### src/hw/rtl/gbrq_pkg.sv
`default_nettype none
package gbrq_pkg;

    localparam int GRID_DIM   = 64;
    localparam int CELL_W     = $clog2(GRID_DIM);
    localparam int CNT_W      = CELL_W + 1;
    localparam int POOL_SIZE  = 1024;
    localparam int IDX_W      = $clog2(POOL_SIZE);
    localparam int ENT_W      = IDX_W + 1;
    localparam int HEAD_AW    = 1 + 2 * CELL_W;
    localparam int HEAD_DEPTH = 2 ** HEAD_AW;
    localparam int LINK_AW    = 1 + IDX_W;
    localparam int LINK_DEPTH = 2 ** LINK_AW;

    localparam int POS_W      = 32;
    localparam int PAD_W      = 31;
    localparam int PADS_W     = 33;
    localparam int CPU_W      = 24;
    localparam int FRAC       = 24;
    localparam int D_W        = 35;
    localparam int DL_W       = 17;
    localparam int DH_W       = D_W - 1 - DL_W;
    localparam int PROD_W     = DL_W + CPU_W;
    localparam int SAT_LO     = FRAC + CELL_W - DL_W;
    localparam int SUM_W      = PROD_W + 1;

    localparam int TDATA_IN_W  = 112;
    localparam int TUSER_IN_W  = 3;
    localparam int TDATA_OUT_W = 16;
    localparam int TUSER_OUT_W = 1;
    localparam int PADDR_W     = 5;
    localparam int PDATA_W     = 32;

    localparam logic [ENT_W-1:0] ENT_NONE = {1'b1, {IDX_W{1'b0}}};
    localparam logic [CPU_W-1:0] CPU_RESET = 24'd65536;

    typedef enum logic [1:0] {
        OP_CLEAR,
        OP_INSERT,
        OP_QUERY,
        OP_NEXT
    } t_opcode;

    typedef enum logic [2:0] {
        REG_ORIGIN_X,
        REG_ORIGIN_Z,
        REG_CELLS_PER_UNIT,
        REG_PAD_ZERO,
        REG_PAD_ONE
    } t_reg_idx;

    typedef enum logic [2:0] {
        CO_INS_X,
        CO_INS_Z,
        CO_MIN_X,
        CO_MIN_Z,
        CO_MAX_X,
        CO_MAX_Z
    } t_coord;

    typedef enum logic [1:0] {
        HR_INS,
        HR_QMIN,
        HR_ITER
    } t_hsel;

    typedef struct packed {
        logic   latch;
        logic   pad_en;
        logic   d_en;
        logic   mlo_en;
        logic   mhi_en;
        logic   fin_en;
        t_coord coord;
        logic   sweep_wr;
        logic   head_rd;
        t_hsel  hsel;
        logic   ins_wr;
        logic   q_set;
        logic   it_adv;
        logic   it_load;
        logic   link_rd;
        logic   it_pop;
        logic   out_load;
    } t_dp_cmd;

    typedef struct packed {
        t_opcode op;
        logic    live;
        logic    sweep_last;
        logic    entry_none;
        logic    adv_done;
    } t_dp_st;

endpackage
`default_nettype wire

### src/hw/rtl/gbrq_ctrl.sv
`default_nettype none
module gbrq_ctrl (
    input  wire                 i_clk,
    input  wire                 i_rst_n,
    input  wire                 i_s_tvalid,
    output logic                o_s_tready,
    output logic                o_m_tvalid,
    input  wire                 i_m_tready,
    output gbrq_pkg::t_dp_cmd   o_cmd,
    input  gbrq_pkg::t_dp_st    i_st
);

    typedef enum logic [3:0] {
        S_SWEEP,
        S_IDLE,
        S_DISP,
        S_PAD,
        S_DCALC,
        S_MLO,
        S_MHI,
        S_FIN,
        S_HREAD,
        S_INS,
        S_QSET,
        S_NCHK,
        S_NRDH,
        S_NLDH,
        S_NWL,
        S_DONE
    } t_state;

    t_state            r_state, n_state;
    gbrq_pkg::t_coord  r_coord, n_coord;
    logic              r_item, n_item;
    logic              r_out_valid, n_out_valid;

    always_comb begin
        o_cmd       = '0;
        o_cmd.coord = r_coord;
        o_cmd.hsel  = gbrq_pkg::HR_INS;
        n_state     = r_state;
        n_coord     = r_coord;
        n_item      = r_item;
        n_out_valid = r_out_valid && !i_m_tready;
        case (r_state)
            S_SWEEP: begin
                o_cmd.sweep_wr = 1'b1;
                if (i_st.sweep_last) begin
                    n_state = r_item ? S_DONE : S_IDLE;
                    n_item  = 1'b0;
                end
            end
            S_IDLE: begin
                if (i_s_tvalid) begin
                    o_cmd.latch = 1'b1;
                    n_state     = S_DISP;
                end
            end
            S_DISP: begin
                case (i_st.op)
                    gbrq_pkg::OP_CLEAR: begin
                        n_item  = 1'b1;
                        n_state = S_SWEEP;
                    end
                    gbrq_pkg::OP_INSERT: begin
                        n_coord = gbrq_pkg::CO_INS_X;
                        n_state = i_st.live ? S_DCALC : S_DONE;
                    end
                    gbrq_pkg::OP_QUERY: n_state = S_PAD;
                    gbrq_pkg::OP_NEXT:  n_state = S_NCHK;
                    default:            n_state = S_DONE;
                endcase
            end
            S_PAD: begin
                o_cmd.pad_en = 1'b1;
                n_coord      = gbrq_pkg::CO_MIN_X;
                n_state      = S_DCALC;
            end
            S_DCALC: begin
                o_cmd.d_en = 1'b1;
                n_state    = S_MLO;
            end
            S_MLO: begin
                o_cmd.mlo_en = 1'b1;
                n_state      = S_MHI;
            end
            S_MHI: begin
                o_cmd.mhi_en = 1'b1;
                n_state      = S_FIN;
            end
            S_FIN: begin
                o_cmd.fin_en = 1'b1;
                n_state      = S_DCALC;
                case (r_coord)
                    gbrq_pkg::CO_INS_X: n_coord = gbrq_pkg::CO_INS_Z;
                    gbrq_pkg::CO_MIN_X: n_coord = gbrq_pkg::CO_MIN_Z;
                    gbrq_pkg::CO_MIN_Z: n_coord = gbrq_pkg::CO_MAX_X;
                    gbrq_pkg::CO_MAX_X: n_coord = gbrq_pkg::CO_MAX_Z;
                    default:            n_state = S_HREAD;
                endcase
            end
            S_HREAD: begin
                o_cmd.head_rd = 1'b1;
                if (i_st.op == gbrq_pkg::OP_INSERT) begin
                    n_state = S_INS;
                end else begin
                    o_cmd.hsel = gbrq_pkg::HR_QMIN;
                    n_state    = S_QSET;
                end
            end
            S_INS: begin
                o_cmd.ins_wr = 1'b1;
                n_state      = S_DONE;
            end
            S_QSET: begin
                o_cmd.q_set = 1'b1;
                n_state     = S_DONE;
            end
            S_NCHK: begin
                if (!i_st.entry_none) begin
                    o_cmd.link_rd = 1'b1;
                    n_state       = S_NWL;
                end else begin
                    o_cmd.it_adv = 1'b1;
                    n_state      = i_st.adv_done ? S_DONE : S_NRDH;
                end
            end
            S_NRDH: begin
                o_cmd.head_rd = 1'b1;
                o_cmd.hsel    = gbrq_pkg::HR_ITER;
                n_state       = S_NLDH;
            end
            S_NLDH: begin
                o_cmd.it_load = 1'b1;
                n_state       = S_NCHK;
            end
            S_NWL: begin
                o_cmd.it_pop = 1'b1;
                n_state      = S_DONE;
            end
            S_DONE: begin
                if (!r_out_valid || i_m_tready) begin
                    o_cmd.out_load = 1'b1;
                    n_out_valid    = 1'b1;
                    n_state        = S_IDLE;
                end
            end
            default: n_state = S_IDLE;
        endcase
    end

    always_ff @(posedge i_clk) begin
        if (!i_rst_n) begin
            r_state     <= S_SWEEP;
            r_coord     <= gbrq_pkg::CO_INS_X;
            r_item      <= 1'b0;
            r_out_valid <= 1'b0;
        end else begin
            r_state     <= n_state;
            r_coord     <= n_coord;
            r_item      <= n_item;
            r_out_valid <= n_out_valid;
        end
    end

    assign o_s_tready = (r_state == S_IDLE);
    assign o_m_tvalid = r_out_valid;

endmodule
`default_nettype wire

### config.mk
export PLATFORM = sky130hd
export DESIGN_NAME = gbrq_ctrl
export DESIGN_NICKNAME = d
export VERILOG_FILES = /design/src/hw/rtl/gbrq_pkg.sv /design/src/hw/rtl/gbrq_ctrl.sv
export SDC_FILE = /design/constraint.sdc
export NUM_CORES = 1
export LEC_CHECK = 0
export ABC_CLOCK_PERIOD_IN_PS = 3900
export BUFFER_PORTS_ARGS = -buffer_cell sky130_fd_sc_hd__clkbuf_2
export CORE_MARGIN = 4
export CORE_UTILIZATION = 49
export CTS_BUF_LIST = sky130_fd_sc_hd__clkbuf_4 sky130_fd_sc_hd__clkbuf_8 sky130_fd_sc_hd__clkbuf_16
export CTS_CLUSTER_SIZE = 20
export DETAILED_ROUTE_END_ITERATION = 10
export GPL_TIMING_DRIVEN = 0
export PLACE_DENSITY = 0.82
export SETUP_SLACK_MARGIN = 0.1
export SYNTH_ARGS = -nofsm -noshare
export SYNTH_HDL_FRONTEND = slang
export SYNTH_SLANG_ARGS = --single-unit
export TNS_END_PERCENT = 1
### constraint.sdc
create_clock -name i_clk -period 3.9 [get_ports i_clk]
set_input_delay 0.78 -clock i_clk [delete_from_list [all_inputs] [get_ports i_clk]]
set_output_delay 0.78 -clock i_clk [all_outputs]
set_load 0.02 [all_outputs]
Word-level counts from Yosys, hierarchy flattened
Cells that the tools add are included.
Cells by class
  mux-type cells: 39
  equal/unequal tests: 27
  reduce and logical (&&, ||, !) cells: 14
Operators with widths (count)
  4-bit case mux with 14 select lines: 1
  4-bit == test, second input constant: 8
  4-bit two-way mux: 6
  1-bit two-way mux: 23
  4-bit by 3-bit == test with 1-bit output, second input constant: 4
  4-bit case mux with 4 select lines: 1
  3-bit case mux with 4 select lines: 1
  2-bit inequality test, second input constant: 5
  3-bit case mux with 3 select lines: 1
  3-bit AND reduction: 3
  4-bit by 2-bit == test with 1-bit output, second input constant: 2
  3-bit by 2-bit == test with 1-bit output, second input constant: 2
  2-bit two-way mux: 3
  3-bit case mux with 2 select lines: 1
  5-bit inequality test, second input constant: 1
  2-bit == test, second input constant: 2
  4-bit by 1-bit == test with 1-bit output, second input constant: 1
  4-bit logical NOT: 1
  4-bit OR reduction: 1
  3-bit == test, second input constant: 1
  3-bit logical NOT: 1
  3-bit two-way mux: 1
  3-bit nonzero test: 1
  3-bit OR reduction: 1
  other kinds (7): 8
Word-level totals
  register bits after elaboration: 9

Longest topological paths before layout
Gate-level depths: netlist of run 1.
  depth after elaboration: 4
  gate-level depth with buffers: 6
  depth with buffers taken out: 5

Worst setup path after synthesis of run 1
Ideal clock, no wire load.
  path kind: input port to output port
  start point: input i_s_tvalid
  end point: output o_cmd[19] (netlist bit)
  slack: 1.616 ns
  data arrival time: 1.504 ns
  buffers on the path: 0
  stages: 2
  cells stage by stage: inv_1 -> nor4_1
RTL lines
  from (decl): line gbrq_ctrl.sv:5  | input wire i_s_tvalid,
  to (decl): line gbrq_ctrl.sv:9  | output gbrq_pkg::t_dp_cmd o_cmd,

==> impl_metrics.py, run 1 <==
metrics = {
    "outcome": {
        "status": "finished clean",
    },
    "die": {
        "die-area_sq_um": 2160,
        "core_area_sq_um": 1350,
        "fp.dieW_microns": 46.5,
        "fp.dieH_microns": 46.5,
        "ios": 32,
        "start_util": 0.538,
        "rows": 13,
    },
    "grt": {
        "grt_start_max_net_pins": 11,
        "grt_pass1_vias": 767,
        "grt_pass1_wl_microns": 3280,
        "antenna_found_initial": 0,
        "grt-ovfl-total": 0,
        "grt_usage": 0.210,
    },
    "worst_setup_path": {
        "end_kind": "output port",
        "start_kind": "register",
        "crit_chain": "clkbuf_1 -> clkbuf_1 -> nand2_1 -> nor2_1 -> clkbuf_2",
        "crit_path_frequent_cell": "clkbuf_1",
        "path_class": "reg2out",
        "crit_buf_inv": 3,
        "arrival_ns": 1.74,
        "cp_max_fo": 10,
        "cpPeakStageDelay_ns": 0.38,
        "cpMaxStageDelayCell": "clkbuf_1",
        "required_ns": 3.12,
        "cp_top_family": "buffers and inverters",
    },
    "yosys": {
        "synth_cell_types": 34,
        "muxShareOfSynthArea": 0.0138,
        "syn_nets": 118,
        "netlist_instances": 108,
        "synth-compound-area-share": 0.334,
        "yosys-top-cells-area": "dfxtp_1 25%, o21ai_0 9.0%, nor2_1 6.7%, a21oi_1 6.2%, nand2_1 4.7%",
        "ys_ff_latch": 9,
        "yosysWarnings": 0,
        "post_synth_fa_ha_maj_area_fraction": 0,
        "synth_top_family_by_area": "compound AO/OA/AOI/OAI gates",
        "yosysTopAreaCell": "dfxtp_1",
        "synth_xor_area_frac": 0,
        "synth_top_area_share": 0.248,
        "synth_seq_area_share": 0.248,
        "syn_area_per_cell_sq_um": 6.72,
        "synth-simple-area-share": 0.331,
        "synth_area_sq_um": 726,
    },
    "timing": {
        "setup-tns-final_ns": 0,
        "setup_viol": 0,
        "fin_crit_ns": 2.52,
        "finalCritPeriodShare": 0.646,
        "worst_pin_slew_ns": 0.399,
        "finalWorstSetupSlack_ns": 1.38,
        "skew_ns": 0.00170,
        "hold_viol_final": 0,
        "slew_viol_final": 0,
        "rsz0062_at_grt": "false",
        "fmax_ghz": 0.397,
        "max-slew-margin-rel": 0.734,
    },
    "route": {
        "post_drt_wl_per_cell_microns": 12.7,
        "drcViolationCount": 0,
        "routed_via_density": 5.65,
        "initialDrtViolationCount": 24,
        "drtAntennaViolNets": 0,
        "wl_microns": 2000,
        "dr.pass1.iters": 4,
        "dr_total_vias": 893,
    },
    "clocking": {
        "cts.sinks": 9,
        "cts_setup_buffers": 0,
        "cts_hold_buf": 0,
        "cts_inserted_buffers": 3,
        "clock_path_buffers": 2,
        "path_clk_slew_ns": 0.06,
        "cts_tree": "yes",
        "root_buffer": "clkbuf_4",
        "worstSkewPairLatency_ns": 0.26,
        "htreeDepth": 1,
        "ctsResizeCount": 0,
    },
    "place": {
        "dp_slack_ns": 1.69,
        "dpl.hpwl_microns": 1530,
        "gp_congestion": 0.888,
        "io_buffers": 31,
    },
    "pwr": {
        "seqPwrFrac": 0.204,
        "p_int_uw": 327,
        "power_frac_clock": 0.122,
        "cellLeakagePower_nw": 0.404,
        "combPwrFrac": 0.674,
        "p_switching_uw": 346,
        "p_sw_frac": 0.514,
        "pwr_density_cell_nw_per_um2": 725,
        "ir_drop_v": 0.000382,
    },
    "finish": {
        "nNetsFinal": 154,
        "antenna_cells": 0,
        "area_growth_pct": 28.1,
        "drive_gt1_frac": 0.301,
    },
    "run": {
        "cap_viol_max_count": 0,
    },
    "hold_path": {
        "hp-class": "reg2reg",
    },
}
[synthesized netlist by cell type]
cell type   n
a211oi_1    1
a21boi_0    3
a21boi_1    1
a21oi_1     9
a21oi_2     1
a22oi_1     1
a2bb2oi_1   1
a31oi_1     2
and2_1      1
buf_2       3
clkbuf_1    3
dfxtp_1     9
inv_1       7
mux2i_1     1
nand2_1     9
nand2b_1    4
nand2b_4    1
nand3_1     1
nand4_1     1
nor2_1     13
nor2b_1     5
nor3_1      6
nor4_1      1
nor4b_1     1
o21a_1      2
o21ai_0    13
o21ai_1     1
o22ai_1     1
o22ai_2     1
o311a_1     1
o32ai_1     1
or2_2       1
or4_1       1
or4_4       1
[power groups by stage]
| stage | combinational, mW | clock, mW | sequential (mW) |
|---|---|---|---|
| 3_5_place_dp | 0.451 | 0 | 0.139 |
| 6_report | 0.454 | 0.0820 | 0.138 |
| 2_1_floorplan | 0.345 | 0 | 0.135 |
| 5_1_grt | 0.509 | 0.0862 | 0.140 |
| 4_1_cts | 0.453 | 0.0829 | 0.137 |
| 3_3_place_gp | 0.447 | 0 | 0.137 |
[registers in the layout, summed over array words and instances (netlist names)]
register,cells
r_item,1
o_m_tvalid,1
r_state,4
r_coord,3
[final timing paths]
| path | from | end | slack [ns] | cells past startpoint |
|---|---|---|---|---|
| min reg2reg | r_coord[2] | r_coord[2] | 0.54 | 2 |
| max | r_state[3] | o_cmd[3] | 1.38 | 5 |
| max reg2reg | r_state[3] | r_state[2] | 2.29 | 6 |
| min | r_coord[2] | r_coord[2] | 0.54 | 2 |
[layout by cell type (no fill, tap or decap)]
cell / n
a211oi_1: 1
a21boi_0: 3
a21boi_1: 1
a21oi_1: 9
a21oi_2: 1
a22oi_1: 1
a2bb2oi_1: 1
a31oi_1: 2
and2_1: 1
buf_2: 3
clkbuf_1: 3
clkbuf_2: 31
clkbuf_4: 4
dfxtp_1: 9
inv_1: 7
mux2i_1: 1
nand2_1: 9
nand2b_1: 4
nand2b_4: 1
nand3_1: 1
nand4_1: 1
nor2_1: 13
nor2b_1: 5
nor3_1: 6
nor4_1: 1
nor4b_1: 1
o21a_1: 2
o21ai_0: 13
o21ai_1: 1
o22ai_1: 1
o22ai_2: 1
o311a_1: 1
o32ai_1: 1
or2_2: 1
or4_1: 1
or4_4: 1
[cell families after synthesis]
| group | Yosys count |
|---|---|
| simple gates | 46 |
| compound gates | 39 |
| buf+inv | 13 |
| flops | 9 |
| mux | 1 |
[metal layers]
| layer | GRT usage | routed length [microns] | share of wire | vias to the layer above |
|---|---|---|---|---|
| li1 | - | - | - | 454 |
| met1 | 0.276 | 879 | 0.44 | 387 |
| met2 | 0.310 | 908 | 0.45 | 44 |
| met3 | 0.0430 | 144 | 0.072 | 8 |
| met4 | 0.125 | 69 | 0.034 | 0 |
| met5 | 0 | 0 | 0 | - |
[area by class of cell]
cell class	instances	area, sq um
Sequential cell	9	180
Inverter	7	26.3
Clock buffer	4	30.0
Timing Repair Buffer	31	155
Fill cell	121	420
Multi-Input combinational cell	86	493
Buffer	6	26.3
Tap cell	15	18.8
[metrics by stage]
stage,area (sq um),power (mW),util,hold slack [ns],cells
6_report,930,0.674,0.689,0.537,158
5_1_grt,930,0.736,0.689,0.575,158
4_1_cts,930,0.673,0.689,0.544,158
3_5_place_dp,900,0.590,0.666,0.534,154
3_3_place_gp,900,0.584,0.666,0.515,154
2_1_floorplan,726,0.480,-,0.484,108
[worst register-to-register path, delay by kind of cell (launching register included)]
kind            cells  cell delay (ns)
flops               1             0.35
compound gates      4             0.63
simple gates        1             0.22
buf+inv             1             0.31
Note: power is estimated with default switching activity, not from simulation.
==> run 2, diff against run 1 <==
--- a/config.mk
+++ b/config.mk
@@ -5,15 +5,15 @@
 export SDC_FILE = /design/constraint.sdc
 export NUM_CORES = 1
 export LEC_CHECK = 0
-export ABC_CLOCK_PERIOD_IN_PS = 3900
+export ABC_CLOCK_PERIOD_IN_PS = 2300
 export BUFFER_PORTS_ARGS = -buffer_cell sky130_fd_sc_hd__clkbuf_2
 export CORE_MARGIN = 4
-export CORE_UTILIZATION = 49
+export CORE_UTILIZATION = 41
 export CTS_BUF_LIST = sky130_fd_sc_hd__clkbuf_4 sky130_fd_sc_hd__clkbuf_8 sky130_fd_sc_hd__clkbuf_16
 export CTS_CLUSTER_SIZE = 20
 export DETAILED_ROUTE_END_ITERATION = 10
 export GPL_TIMING_DRIVEN = 0
-export PLACE_DENSITY = 0.82
+export PLACE_DENSITY = 0.74
 export SETUP_SLACK_MARGIN = 0.1
 export SYNTH_ARGS = -nofsm -noshare
 export SYNTH_HDL_FRONTEND = slang
==> constraint.sdc (replaced) <==
create_clock -name i_clk -period 2.3 [get_ports i_clk]
set_input_delay 0.46 -clock i_clk [delete_from_list [all_inputs] [get_ports i_clk]]
set_output_delay 0.46 -clock i_clk [all_outputs]
set_load 0.02 [all_outputs]
==> impl_metrics.py, run 2 (synthesis results as in run 1) <==
metrics = {
    "timing": {
        "hold_viol_final": 0,
        "skew_ns": 0.00151,
        "setup_viol": 0,
        "worst_pin_slew_ns": 0.340,
        "setup-tns-final_ns": 0,
        "max-slew-margin-rel": 0.773,
        "slew_viol_final": 0,
        "fmax_ghz": 0.494,
        "fin_crit_ns": 2.02,
        "rsz0062_at_grt": "false",
        "finalCritPeriodShare": 0.880,
    },
    "pwr": {
        "power.total_mw": 1.15,
        "pwr_density_cell_nw_per_um2": 1220,
        "p_switching_uw": 594,
        "p_int_uw": 559,
        "ir_drop_v": 0.000585,
        "power_frac_clock": 0.120,
        "cellLeakagePower_nw": 0.410,
        "seqPwrFrac": 0.202,
        "combPwrFrac": 0.678,
        "p_sw_frac": 0.515,
    },
    "place": {
        "dp_cells": 163,
        "dpl.hpwl_microns": 1540,
        "gp_congestion": 0.857,
        "io_buffers": 31,
        "placed_area_sq_um": 911,
    },
    "hold_path": {
        "holdCritStartpoint": "i_rst_n",
        "holdPathStages": 2,
        "hp-class": "in2reg",
        "hold_end": "r_coord[1]",
    },
    "worst_setup_path": {
        "required_ns": 1.84,
        "path_class": "reg2out",
        "ff2ff_path_depth": 5,
        "start_kind": "register",
        "cpPeakStageDelay_ns": 0.34,
        "end_kind": "output port",
        "cp_top_family": "simple AND/OR/NAND/NOR gates",
        "r2r_start": "r_state[2]",
        "r2r-end": "r_state[3]",
        "cp_max_fo": 10,
        "cpMaxStageDelayCell": "dfxtp_1",
        "r2r_slack_ns": 0.69,
        "arrival_ns": 1.56,
        "crit_chain": "buf_2 -> nand2_1 -> nor3_1 -> clkbuf_2",
        "crit_buf_inv": 2,
    },
    "route": {
        "dr.pass1.iters": 4,
        "wl_met1_microns": 934,
        "highest_layer": "met4",
        "initialDrtViolationCount": 34,
        "wl_met2_microns": 898,
        "drcViolationCount": 0,
        "wl_met3_microns": 162,
        "post_drt_wl_per_cell_microns": 12.3,
        "routed_via_density": 5.35,
        "drtAntennaViolNets": 0,
        "dr_total_vias": 894,
        "wl_microns": 2050,
    },
    "clocking": {
        "root_buffer": "clkbuf_4",
        "cts_tree": "yes",
        "clock_path_buffers": 2,
        "cts_inserted_buffers": 3,
        "worstSkewPairLatency_ns": 0.27,
        "path_clk_slew_ns": 0.06,
        "cts_hold_buf": 0,
        "cts.sinks": 9,
        "htreeDepth": 1,
    },
    "die": {
        "die-area_sq_um": 2510,
        "start_util": 0.455,
        "rows": 14,
        "core_area_sq_um": 1590,
        "ios": 32,
        "fp.dieW_microns": 50.1,
        "fp.dieH_microns": 50.1,
    },
    "grt": {
        "grt_start_max_net_pins": 11,
        "grt-ovfl-total": 0,
        "grt_pass1_vias": 789,
        "grt_pass1_wl_microns": 3380,
        "grt_usage": 0.170,
        "antenna_found_initial": 0,
    },
    "run": {
        "cap_viol_max_count": 0,
    },
    "outcome": {
        "status": "finished clean",
    },
    "finish": {
        "final_common_cell": "clkbuf_2",
        "drive_gt1_frac": 0.315,
        "area_growth_pct": 30.0,
        "final_cell_mix": "33 x clkbuf_2, 13 x nor2_1, 13 x o21ai_0",
        "finish.instance_area_sq_um": 943,
        "instances_no_fill": 167,
        "fillerInstances": 159,
        "reg_top3": "r_state x4, r_coord x3",
        "top_register": "r_state",
        "nNetsFinal": 154,
        "antenna_cells": 0,
        "largest_reg_flops": 4,
    },
}
-- run 2: cell counts in the layout (fill, tap and decap cells not counted) --
Identical to the previous run, type by type.
-- run 2: per-layer routing --
layer  global-route usage  up-vias
met4               0.0968        0
met1                0.224      399
li1                     -      454
met3               0.0211        5
met5                    0        -
met2                0.261       36
-- run 2: layout make-up --
cell class              instances  area [sq um]  share of cell area
repair buffers                 31           155               0.164
plain buffers                   6          28.8              0.0305
flip-flops and latches          9           180               0.191
multi-input cells              86           493               0.523
well taps                      24          30.0              0.0318
clock buffers                   4          30.0              0.0318
inverters                       7          26.3              0.0279
-- run 2: worst max-delay path by stage --
stage,cells past startpoint,end,start,slack [ns]
after CTS,5,o_cmd[3],r_state[3],0.23
after global routing,4,o_cmd[4],r_state[0],0.17
after floorplan,3,o_cmd[19],r_state[3],0.44
final,4,o_cmd[4],r_state[0],0.28
after detailed placement,5,o_cmd[3],r_state[3],0.40
after global placement,5,o_cmd[3],r_state[3],0.41
-- run 2: per-stage QoR --
step | setup slack (ns) | utilization | hold WS (ns)
after floorplan | 0.438 | - | 0.484
after global placement | 0.410 | 0.571 | 0.517
after detailed placement | 0.403 | 0.571 | 0.524
after CTS | 0.228 | 0.591 | 0.503
after global routing | 0.172 | 0.592 | 0.499
final | 0.276 | 0.592 | 0.494
-- run 2: what timing repair did --
item / 4_1_cts / 5_1_grt
setup endpoints to repair: 1 / 3
resized for setup: 1 / 2
buffers inserted: 0 / 0
cloned: 0 / 0
pin swaps: 0 / 0
-- run 2: power groups by stage --
stage               Sequential, mW  Combinational, mW  Clock [mW]
floorplan                    0.229              0.585           0
global placement             0.235              0.763           0
detailed placement           0.235              0.766           0
CTS                          0.232              0.777       0.142
global route                 0.240              0.861       0.151
finish                       0.233              0.782       0.138
